[src/hw/rtl/lsd_pkg.sv]
// ----------------------------------------------------------------------------
// lsd_pkg: shared types and constants for the LRU stack distance profiler
// Holds the default sizes, the fixed field widths of the stream ports and
// the control bundle that the top level drives into every stack cell.
// ----------------------------------------------------------------------------
package lsd_pkg;

    // Defaults for the top-level parameters
    localparam int STACK_DEPTH_DEF = 32;
    localparam int ADDR_BITS_DEF   = 32;
    localparam int COUNT_BITS_DEF  = 32;

    // Fixed field widths on the ports
    localparam int IN_ADDR_W    = 32;
    localparam int CACHE_SIZE_W = 7;
    localparam int HIT_TOTAL_W  = 32;
    localparam int OUT_TDATA_W  = 40;   // 7 + 32 bits, padded to whole bytes

    // Per-cycle control broadcast to all cells
    typedef struct packed {
        logic access;       // an input request is applied to the stack
        logic clear_valid;  // that request ends the trace: drop every entry
        logic drain;        // counts move one cell toward the head
    } t_cell_ctrl;

endpackage

[src/hw/rtl/lsd_cell.sv]
// ----------------------------------------------------------------------------
// lsd_cell: one position of the LRU stack
// Holds one address, its valid bit and the hit count for this stack depth.
// On an access it compares against the request, takes its upper neighbor's
// entry when the stack shifts through it, and bumps its count on a match.
// During readout the counts shift one cell toward the head per step.
// ----------------------------------------------------------------------------
module lsd_cell #(
    parameter int ADDR_BITS  = lsd_pkg::ADDR_BITS_DEF,
    parameter int COUNT_BITS = lsd_pkg::COUNT_BITS_DEF
) (
    input  logic                  i_clk,
    input  logic                  i_rst_n,
    input  lsd_pkg::t_cell_ctrl   i_ctrl,
    input  logic [ADDR_BITS-1:0]  i_addr,      // address of the current request
    input  logic [ADDR_BITS-1:0]  i_up_addr,   // entry of the cell nearer the head
    input  logic                  i_up_valid,
    input  logic                  i_shift_en,  // no match above this cell
    input  logic [COUNT_BITS-1:0] i_dn_count,  // count of the cell further down
    output logic                  o_match,
    output logic [ADDR_BITS-1:0]  o_addr,
    output logic                  o_valid,
    output logic [COUNT_BITS-1:0] o_count
);

    logic [ADDR_BITS-1:0]  r_addr;
    logic                  r_valid;
    logic [COUNT_BITS-1:0] r_count;

    assign o_match = r_valid && (r_addr == i_addr);
    assign o_addr  = r_addr;
    assign o_valid = r_valid;
    assign o_count = r_count;

    // Valid bit and hit counter
    always_ff @(posedge i_clk) begin
        if (!i_rst_n) begin
            r_valid <= 1'b0;
            r_count <= '0;
        end else if (i_ctrl.access) begin
            if (i_ctrl.clear_valid) begin
                r_valid <= 1'b0;
            end else if (i_shift_en) begin
                r_valid <= i_up_valid;
            end
            if (o_match && (r_count != {COUNT_BITS{1'b1}})) begin
                r_count <= r_count + COUNT_BITS'(1);
            end
        end else if (i_ctrl.drain) begin
            r_count <= i_dn_count;
        end
    end

    // Address payload
    always_ff @(posedge i_clk) begin
        if (i_ctrl.access && i_shift_en) begin
            r_addr <= i_up_addr;
        end
    end

endmodule

[config.mk]
export PLATFORM = sky130hd
export DESIGN_NAME = lsd_cell
export DESIGN_NICKNAME = d
export VERILOG_FILES = /design/src/hw/rtl/lsd_pkg.sv /design/src/hw/rtl/lsd_cell.sv
export SDC_FILE = /design/constraint.sdc
export NUM_CORES = 1
export LEC_CHECK = 0
export BUFFER_PORTS_ARGS = -buffer_cell sky130_fd_sc_hd__clkbuf_2
export CORE_MARGIN = 2
export CORE_UTILIZATION = 30
export DETAILED_ROUTE_END_ITERATION = 16
export SLEW_MARGIN = 20
export SYNTH_ARGS = -nofsm -noshare
export SYNTH_HDL_FRONTEND = slang
export SYNTH_SLANG_ARGS = --single-unit
[constraint.sdc]
create_clock -name i_clk -period 2.2 [get_ports i_clk]
set_input_delay 0.55 -clock i_clk [delete_from_list [all_inputs] [get_ports i_clk]]
set_output_delay 0.55 -clock i_clk [all_outputs]
set_load 0.02 [all_outputs]
# After elaboration in Yosys (flattened, before gate mapping)

Index checks and enable logic that the tools add are counted.
Widths: inputs -> output; s select.

Register bits after elaboration: 65
Bits of input ports: 103
Logic and storage cells: 19

Add/sub/neg operators: 1
Eq/ne operators: 3
Multiplexer cells: 5
Reduce and logical (&&, ||, !) cells: 7

Operators with widths:

| kind                  | count |
|---|---|
| $mux 32               | 3 |
| $add 32x1->32 const B | 1 |
| $eq 32x32->1          | 1 |
| $ne 32x32->1 const B  | 1 |
| $reduce_and 2->1      | 2 |
| $reduce_bool 2->1     | 2 |
| $logic_and 1x1->1     | 3 |
| $mux 1                | 2 |
| $ne 2x1->1 const B    | 1 |

# Logic depth before layout (Yosys ltp)

Gate-level depths: netlist (run 1).

Word-level depth: 5
Depth in mapped cells: 9
Gate-level depth less buffers: 7

# Worst setup path before layout (run 1)

Ideal clock, no wire load.

Kind: input to register
Start point: input port i_ctrl[2] (netlist name)
End point: register r_addr[0], in the netlist o_addr[0], enable pin
Data arrival time: 1.928 ns
Slack: -0.121 ns
Stages: 3
Buffers on the path: 2
Cell sequence: clkbuf_1 -> clkbuf_1 -> and2_1

Cells in the longest elaborated chain, start to end: 1

RTL lines:

| item                 | RTL line       | RTL |
|---|---|---|
| start, declared      | lsd_cell.sv:14 | `input lsd_pkg::t_cell_ctrl i_ctrl,` |
| $logic_and 1x1->1    | lsd_cell.sv:56 | `if (i_ctrl.access && i_shift_en) begin` |
| end signal, assigned | lsd_cell.sv:57 | `r_addr <= i_up_addr;` |
| end, declared        | lsd_cell.sv:26 | `logic [ADDR_BITS-1:0] r_addr;` |

Every way passes these cells.
A chain may end at the register's enable or synchronous reset.

# Final worst setup path (run 1)

Start point: register r_addr[9], in the netlist o_addr[9]
End point: output port o_match

Cells in the longest elaborated chain, start to end: 2

RTL lines:

| item              | RTL line       | RTL |
|---|---|---|
| $eq 32x32->1      | lsd_cell.sv:30 | `assign o_match = r_valid && (r_addr == i_addr);` |
| $logic_and 1x1->1 | lsd_cell.sv:30 |  |
| end, declared     | lsd_cell.sv:20 | `output logic o_match,` |

Every way passes these cells.

==> impl_metrics.py, run 1 <==
metrics = {
    "synth": {
        "syn-mean-instance-area_um2": 9.260,
        "synth_seq_area_share_pct": 43.56,
        "synth_mux_area_share_pct": 0.5714,
        "ys_ff_latch": 65,
        "synth_top_family_by_area": "simple AND/OR/NAND/NOR gates",
        "yosysWarnings": 0,
        "synth-xor-area-share_pct": 7.059,
        "yosysTopAreaCell": "edfxtp_1",
        "synth.net_count": 506,
        "synth_adder_area_share_pct": 0.3361,
        "synth_simple_gate_area_share_pct": 22.29,
        "synth_top_flop_cell": "dfxtp_1",
        "ys_types": 63,
        "synth_top_cells_by_area": "edfxtp_1 (26%), dfxtp_1 (18%), xnor2_1 (6.8%), nand2_1 (4.4%), nor2_1 (3.1%)",
        "synth-compound-area-share_pct": 21.08,
        "syn_inst": 402,
        "synth_top_area_share_pct": 25.82,
        "ys_async_sr_fraction_pct": 0,
        "netlist_area_um2": 3722,
        "synth_enable_flop_cells": 32,
    },
    "floorplan": {
        "ios": 169,
        "die_width_um": 115.4,
        "design.core.area_um2": 12060,
        "die_area_um2": 13310,
        "core.rowCount": 40,
        "die_h_um": 115.4,
        "start_util_pct": 30.86,
    },
    "clocking": {
        "clock-sinks": 65,
        "root_buffer": "clkbuf_16",
        "clkTransAtPathRegs_ns": 0.05,
        "h-tree-depth": 3,
        "cts_max_path_buffers": 2,
        "clk_latency_ns": 0.34,
        "cts_inserted_buffers": 9,
        "cts_tree": "done",
    },
    "power": {
        "p_switching_w": 0.0009772,
        "vdd_drop_max_mv": 0.4723,
        "p_per_area_nw_per_um2": 564.8,
        "p_int_w": 0.002425,
        "swShare_pct": 28.72,
        "static-leakage-power_nw": 2.539,
        "power.share.combinational_pct": 20.7,
        "pwr-share-clk_pct": 38.0,
        "p_seq_share_pct": 41.4,
    },
    "critical_path": {
        "reg2reg_from": "o_addr[14]",
        "worst-path-buf-inv": 1,
        "cp-end-kind": "output port",
        "cp.required_ns": 1.65,
        "max_stage_delay_ns": 0.43,
        "worstPathMaxFanout": 2,
        "crit_start": "o_addr[9]",
        "path_cells": "xnor2_2 -> nand2_1 -> nor4_2 -> nand4_1 -> nor2_2 -> clkbuf_8",
        "critPathSlowestCell": "edfxtp_1",
        "arrival_ns": 1.86,
        "critPathKind": "flip-flop to output port",
        "critical_path.top_delay_family": "simple AND/OR/NAND/NOR gates",
        "worstSetupStartpointType": "flip-flop",
    },
    "min_path": {
        "hp-class": "primary input to flip-flop",
        "worstHoldStart": "i_up_addr[19]",
    },
    "routing": {
        "dr.max_layer_used": "met4",
        "drt_iter0_markers": 268,
        "met3WireLength_mm": 1.168,
        "viasPerCell": 5.139,
        "m1WireLength_mm": 5.337,
        "drtPass1Iterations": 4,
        "antenna_left": 0,
        "drc": 0,
        "dr_total_vias": 4111,
        "wl_met2_mm": 6.604,
        "drt-total-wl_mm": 13.42,
        "routedWlPerCell_um": 16.77,
    },
    "sta": {
        "finalHoldViolCount": 0,
        "slew_headroom_pct": 61.72,
        "timing.final.crit_share_pct": 109.4,
        "slew_violations": 0,
        "rsz0062_at_grt": "yes",
        "hold_ws_ns": 0.3883,
        "worstMarginPinSlew_ns": 0.5736,
        "finalWorstSetupSlack_ns": -0.2071,
        "setup_violations": 1,
        "fmax_ghz": 0.4154,
        "finClkSkew_ns": 0.006035,
        "period_needed_ns": 2.407,
    },
    "cells_and_area": {
        "num_antenna_cells": 0,
        "fillers": 1129,
        "layout-drive-gt1-share_pct": 53.01,
        "ff_latch_area_um2": 1623,
        "area_growth_pct": 61.82,
        "fin_nets": 732,
        "multiInputGateArea_um2": 2311,
        "postLayoutCoreUtil_pct": 49.94,
        "final_area_um2": 6023,
    },
    "outcome": {
        "violations": "setup timing",
        "status": "finished with violations",
    },
    "grt": {
        "grt_pass1_vias": 4032,
        "overflow": 0,
        "antenna_found_initial": 0,
        "grtUsageTotal_pct": 19.39,
        "grt_pass1_wl_mm": 19.89,
        "grt_max_degree": 44,
    },
    "placement": {
        "dpl-instance-area_um2": 5204,
        "pre_cts_ws_ns": -0.3569,
        "dp_hpwl_mm": 9.921,
        "portBuffers": 168,
        "gp_congestion": 0.8592,
    },
    "flow_run": {
        "drv_cap": 0,
    },
}
-- timing repair --
action,in CTS,in global routing
buffers inserted,0,3
pin swaps,5,51
hold buffers,0,0
gates cloned,0,4
gates resized for setup,18,65
endpoints found under the setup margin,29,32
-- registers in the layout, indices dropped and copies added, names as in the netlist --
register,flops
o_count,32
o_valid,1
o_addr,32
-- through the flow --
step / setup TNS, ns / cells / power [W]
after floorplan: 0 / 402 / 0.001738
after global placement: -7.501 / 779 / 0.002053
after detailed placement: -9.527 / 779 / 0.002064
after CTS: -0.2416 / 793 / 0.003381
after global routing: -2.829 / 800 / 0.003535
final: -0.2071 / 800 / 0.003402
-- placed cells by master, fill, tap and decap left out, types with 16 or more instances in the layout --
master	n
dfxtp_1	32
inv_1	17
buf_4	55
nand4_1	17
clkbuf_2	167
xnor2_2	18
edfxtp_1	32
nor2_1	28
nand2_1	44
o21ai_0	16
-- synth_stat cells (all sizes together), types with 6 or more instances --
library cell	count
o221a	8
nor4	7
inv	17
xnor2	29
nor3	18
o21ai	18
a22oi	6
o32ai	7
and3	6
nand3	12
clkbuf	15
dfxtp	33
edfxtp	32
nand2	44
a31oi	8
a21oi	21
nand4	18
nor2	32
buf	9
-- logic make-up (layout without fill, tap and decap cells) --
kind of cell / Yosys count / count (layout)
fa+ha+maj: 1 / 1
simple gates: 157 / 157
mux: 2 / 2
xor+xnor: 30 / 30
buf+inv: 41 / 271
flops: 65 / 65
compound gates: 106 / 106
-- path summary, 6_finish.rpt --
| path | endpoint | slack [ns] | cells after the start |
|---|---|---|---|
| hold reg to reg | o_count[29] | 0.50 | 2 |
| setup reg to reg | o_count[24] | 0 | 8 |
| setup / recovery | o_match | -0.21 | 6 |
| hold / removal | o_addr[19] | 0.39 | 1 |
-- area by class of cell --
cell class                 instances  area share (%)
multi-input combinational        296           38.37
sequential                        65           26.94
timing repair buffer             239           25.80
clock buffer                       9           3.739
tap                              168           3.490
inverter                          17           1.059
clock inverter                     6          0.6024
-- power groups by stage --
stage               logic, W  registers [W]  clock network (W)
CTS                 0.000663        0.00140            0.00131
finish              0.000704        0.00141            0.00129
global placement    0.000631        0.00142                  0
global route        0.000758        0.00142            0.00136
detailed placement  0.000640        0.00142                  0
floorplan           0.000226        0.00151                  0
-- per-layer routing --
layer | vias to the layer above | GRT usage (%)
met5 | - | 0
met1 | 1914 | 23.58
met3 | 20 | 4.955
met4 | 0 | 8.032
li1 | 1979 | -
met2 | 198 | 32.67
Power figures use the tool's default switching activity.
==> inputs of run 2 (changes only) <==
==> constraint.sdc (replaced) <==
create_clock -name i_clk -period 2.2 [get_ports i_clk]
set_input_delay 0.55 -clock i_clk [delete_from_list [all_inputs] [get_ports i_clk]]
set_output_delay 0.55 -clock i_clk [all_outputs]
set_load 0.005 [all_outputs]
==> run 2 against run 1 <==
Net effect: the flow still finishes with violations (setup timing); cell area grew 0.56%; clock-buffer cell count grew 3; die area is the same.
==> impl_metrics.py, run 2 (synthesis gave the netlist of run 1 again) <==
metrics = {
    "critical_path": {
        "critical_path.top_delay_family": "simple AND/OR/NAND/NOR gates",
        "critPathSlowestCell": "edfxtp_1",
        "path_cells": "xnor2_2 -> buf_4 -> nand3b_1 -> nor4_2 -> nand4_1 -> nor2_2 -> clkbuf_2",
        "worstSetupStartpointType": "flip-flop",
        "cp-end-kind": "output port",
        "critPathKind": "flip-flop to output port",
        "rr_endpoint": "o_count[25]",
        "arrival_ns": 1.90,
        "reg2reg_from": "o_addr[31]",
        "cp.required_ns": 1.65,
        "worstPathMaxFanout": 2,
        "ff2ff_path_depth": 10,
        "rrSetupSlack_ns": 0,
        "worst-path-buf-inv": 2,
        "max_stage_delay_ns": 0.42,
    },
    "cells_and_area": {
        "fin_nets": 745,
        "layout_commonest_cell": "clkbuf_2",
        "area_growth_pct": 62.72,
        "layout-drive-gt1-share_pct": 52.01,
        "final_cell_mix": "clkbuf_2 (168), buf_4 (67), nand2_1 (44)",
        "num_antenna_cells": 0,
    },
    "grt": {
        "grt_pass1_vias": 4144,
        "grtUsageTotal_pct": 19.49,
        "antenna_found_initial": 1,
        "grt_pass1_wl_mm": 20.30,
        "grt_max_degree": 44,
        "overflow": 0,
    },
    "floorplan": {
        "die_area_um2": 13310,
        "start_util_pct": 30.86,
        "ios": 169,
        "die_h_um": 115.4,
        "die_width_um": 115.4,
        "core.rowCount": 40,
        "design.core.area_um2": 12060,
    },
    "routing": {
        "drt-total-wl_mm": 13.34,
        "drc": 0,
        "drt_iter0_markers": 253,
        "drtPass1Iterations": 5,
        "dr_total_vias": 4185,
        "viasPerCell": 5.141,
        "antenna_left": 0,
        "routedWlPerCell_um": 16.39,
    },
    "clocking": {
        "root_buffer": "clkbuf_16",
        "cts_max_path_buffers": 2,
        "cts_inserted_buffers": 9,
        "holdBufCountCts": 0,
        "cts_tree": "done",
        "clk_latency_ns": 0.34,
        "h-tree-depth": 3,
        "clkTransAtPathRegs_ns": 0.06,
        "clock-sinks": 65,
    },
    "power": {
        "p_per_area_nw_per_um2": 555.0,
        "power_w": 0.003362,
        "vdd_drop_max_mv": 0.2951,
        "static-leakage-power_nw": 2.567,
    },
    "sta": {
        "timing.final.crit_share_pct": 111.2,
        "worstMarginPinSlew_ns": 0.5970,
        "hold_ws_ns": 0.3855,
        "rsz0062_at_grt": "yes",
        "slew_headroom_pct": 60.16,
        "fmax_ghz": 0.4086,
        "finClkSkew_ns": 0.006772,
        "setup_violations": 3,
        "slew_violations": 0,
        "finalWorstSetupSlack_ns": -0.2473,
        "finalHoldViolCount": 0,
        "period_needed_ns": 2.447,
    },
    "min_path": {
        "whs_path_depth": 1,
        "worstHoldStart": "i_up_addr[31]",
        "hp-class": "primary input to flip-flop",
        "min_to": "o_addr[31]",
    },
    "placement": {
        "gp_congestion": 0.8426,
        "dp_hpwl_mm": 10.03,
        "portBuffers": 168,
    },
    "outcome": {
        "status": "finished with violations",
        "violations": "setup timing",
    },
    "flow_run": {
        "drv_cap": 0,
    },
}
[run 2: repair_timing]
item / 4_1_cts / 5_1_grt
gates resized for setup: 12 / 67
setup endpoints to repair: 31 / 32
setup buffers: 3 / 5
pin swaps: 5 / 54
gates cloned: 1 / 1
[run 2: report_power, final]
| part | internal (W) | total (W) | switching, W | leakage (nW) |
|---|---|---|---|---|
| Combinational | 0.000338 | 0.000642 | 0.000305 | 1.86 |
| Clock | 0.000786 | 0.00132 | 0.000533 | 0.136 |
| Sequential | 0.00135 | 0.00140 | 0.0000532 | 0.570 |
| Total | 0.00247 | 0.00336 | 0.000891 | 2.57 |
[run 2: final cells by class]
| cell class | instances | area, um2 |
|---|---|---|
| clock buffers | 12 | 246.5 |
| clock inverters | 4 | 20.02 |
| fillers | 1127 | 6005 |
| inverters | 17 | 63.81 |
| multi-input cells | 296 | 2290 |
| flip-flops and latches | 65 | 1622 |
| well taps | 168 | 210.2 |
| repair buffers | 252 | 1605 |
[run 2: metrics by stage]
step / area (um2) / util, % / TNS (ns) / instances / worst slack (ns)
6_report: 6057 / 50.22 / -0.2505 / 814 / -0.2473
5_1_grt: 6057 / 50.22 / -2.907 / 814 / -0.3129
4_1_cts: 5653 / 46.87 / -0.2346 / 808 / -0.2346
3_5_place_dp: 5286 / 43.83 / -9.336 / 789 / -0.3565
3_3_place_gp: 5286 / 43.83 / -10.36 / 789 / -0.3987
2_1_floorplan: 3724 / - / 0 / 402 / 0.04599
[run 2: worst max path at each step]
stage / startpoint / to / slack, ns / depth (start not counted)
floorplan: i_addr[14] / o_count[23] / 0.05 / 6
CTS: o_addr[30] / o_match / -0.23 / 7
detailed placement: i_addr[29] / o_count[30] / -0.36 / 9
finish: o_addr[30] / o_match / -0.25 / 7
global route: o_addr[30] / o_match / -0.31 / 7
global placement: i_addr[9] / o_count[30] / -0.40 / 9
[run 2: layer usage]
layer / wire length (um) / GRT usage (%) / vias up / share of wire, %
met5: 0 / 0 / - / 0
met4: 353 / 8.353 / 0 / 2.6
met3: 1104 / 4.744 / 30 / 8.3
met2: 6424 / 32.55 / 211 / 48
met1: 5458 / 23.93 / 1938 / 41
li1: - / - / 2006 / -
==> inputs of run 3 (changes only) <==
- TNS_END_PERCENT: default -> 10
- clock period: 2.2 -> 3 ns (I/O delays scaled with it)
==> run 3 against run 2 <==
Net effect: the flow now finishes without violations; die area unchanged; combinational power down 47%; flip-flop and latch count unchanged; clock-buffer cell count unchanged; sequential power down 26%; clock power down 28%; hold slack better by 0.095 ns; via count down 7.6%; critical path depth unchanged; non-clock buffer count down 63; largest power group unchanged.
==> impl_metrics.py, run 3 (synthesis gave the netlist of run 1 again) <==
metrics = {
    "clocking": {
        "postCtsSetupRepairBufs": 0,
        "cts_max_path_buffers": 2,
        "holdBufCountCts": 0,
        "h-tree-depth": 3,
        "cts_resized": 0,
        "clkTransAtPathRegs_ns": 0.06,
        "clock-sinks": 65,
        "root_buffer": "clkbuf_16",
        "cts_inserted_buffers": 9,
        "clk_latency_ns": 0.34,
        "cts_tree": "done",
    },
    "floorplan": {
        "core.rowCount": 40,
        "design.core.area_um2": 12060,
        "ios": 169,
        "die_h_um": 115.4,
        "die_width_um": 115.4,
        "die_area_um2": 13310,
        "start_util_pct": 30.86,
    },
    "routing": {
        "wl_met2_mm": 5.907,
        "antenna_left": 0,
        "met3WireLength_mm": 1.062,
        "drt-total-wl_mm": 12.47,
        "drtPass1Iterations": 4,
        "viasPerCell": 5.150,
        "m1WireLength_mm": 5.284,
        "drt_iter0_markers": 299,
        "drc": 0,
        "routedWlPerCell_um": 16.60,
        "dr.max_layer_used": "met4",
        "dr_total_vias": 3868,
    },
    "power": {
        "power_w": 0.002326,
        "vdd_drop_max_mv": 0.3326,
        "p_per_area_nw_per_um2": 458.5,
        "static-leakage-power_nw": 2.083,
    },
    "cells_and_area": {
        "layout_commonest_cell": "clkbuf_2",
        "final_cell_mix": "clkbuf_2 (168), nand2_1 (44), dfxtp_1 (33)",
        "fin_nets": 682,
        "num_antenna_cells": 0,
        "area_growth_pct": 36.30,
        "postLayoutCoreUtil_pct": 42.06,
        "layout-drive-gt1-share_pct": 37.91,
    },
    "sta": {
        "worstMarginPinSlew_ns": 0.6307,
        "timing.final.crit_share_pct": 89.21,
        "slew_headroom_pct": 57.79,
        "finalHoldViolCount": 0,
        "rsz0062_at_grt": "no",
        "finalWorstSetupSlack_ns": 0.3238,
        "fmax_ghz": 0.3737,
        "finClkSkew_ns": 0.005407,
        "period_needed_ns": 2.676,
        "setup_violations": 0,
        "slew_violations": 0,
        "tns_ns": 0,
    },
    "critical_path": {
        "cp-end-kind": "output port",
        "crit_top_cell": "clkbuf_2",
        "critPathKind": "primary input to output port",
        "max_stage_delay_ns": 0.34,
        "worstSetupStartpointType": "primary input",
        "arrival_ns": 1.93,
        "worstPathMaxFanout": 2,
        "critPathSlowestCell": "nor4_1",
        "cp.required_ns": 2.25,
        "path_cells": "clkbuf_2 -> xnor2_1 -> nand3b_1 -> nor4_1 -> nand4_1 -> nor2_1 -> clkbuf_2",
    },
    "placement": {
        "pre_cts_ws_ns": 0.01823,
        "gp_congestion": 0.8529,
        "dp_hpwl_mm": 9.427,
        "portBuffers": 168,
    },
    "grt": {
        "antenna_found_initial": 0,
        "grtUsageTotal_pct": 19.03,
        "grt_pass1_vias": 3897,
        "grt_pass1_wl_mm": 19.64,
        "grt_max_degree": 34,
        "overflow": 0,
    },
    "flow_run": {
        "drv_cap": 0,
    },
    "min_path": {
        "hp-class": "flip-flop to flip-flop",
    },
    "outcome": {
        "status": "finished, final reports clean",
    },
}
run 3: changes by cell type in the layout (fill, tap and decap cells not counted), sizes merged:
cell / delta
buf: -62
clkbuf: -1
run 3: cell type report:
cell class                 instances  area [um2]
sequential                        65        1622
clock inverter                     4       20.02
multi-input combinational        296        1911
timing repair buffer             189        1011
tap                              168       210.2
clock buffer                      12       236.5
inverter                          17       63.81
fill                            1203        6988
run 3: per-stage QoR:
step | instances | area, um2 | hold slack (ns)
finish | 751 | 5074 | 0.4808
global route | 751 | 5074 | 0.5064
CTS | 751 | 5074 | 0.4752
detailed placement | 735 | 4817 | 0.4662
global placement | 735 | 4817 | 0.4572
floorplan | 402 | 3722 | 0.4586
run 3: path summary, 6_finish.rpt:
kind | end | cells after the start | startpoint | slack (ns)
min | o_count[29] | 2 | o_count[29] | 0.48
min reg2reg | o_count[29] | 2 | o_count[29] | 0.48
max | o_match | 7 | i_addr[30] | 0.32
max reg2reg | o_count[5] | 8 | o_count[1] | 0.48
run 3: routing by layer:
metal,vias up,global-route usage (%)
met4,0,7.149
met3,16,5.061
met1,1807,23.45
met5,-,0
met2,174,31.85
li1,1871,-
run 3: worst max-delay path, delay by kind of cell:
family	cells	cell delay, ns
and+or+nand+nor	4	0.74
xor gates and xnor gates	1	0.21
buffers and inverters	2	0.23
run 3: where the power goes:
part	switching, W	total (W)	internal (W)	leakage [nW]
combinational	0.000172	0.000342	0.000170	1.38
clock	0.000391	0.000944	0.000554	0.130
sequential	0.0000513	0.00104	0.000988	0.570
total	0.000614	0.00233	0.00171	2.08
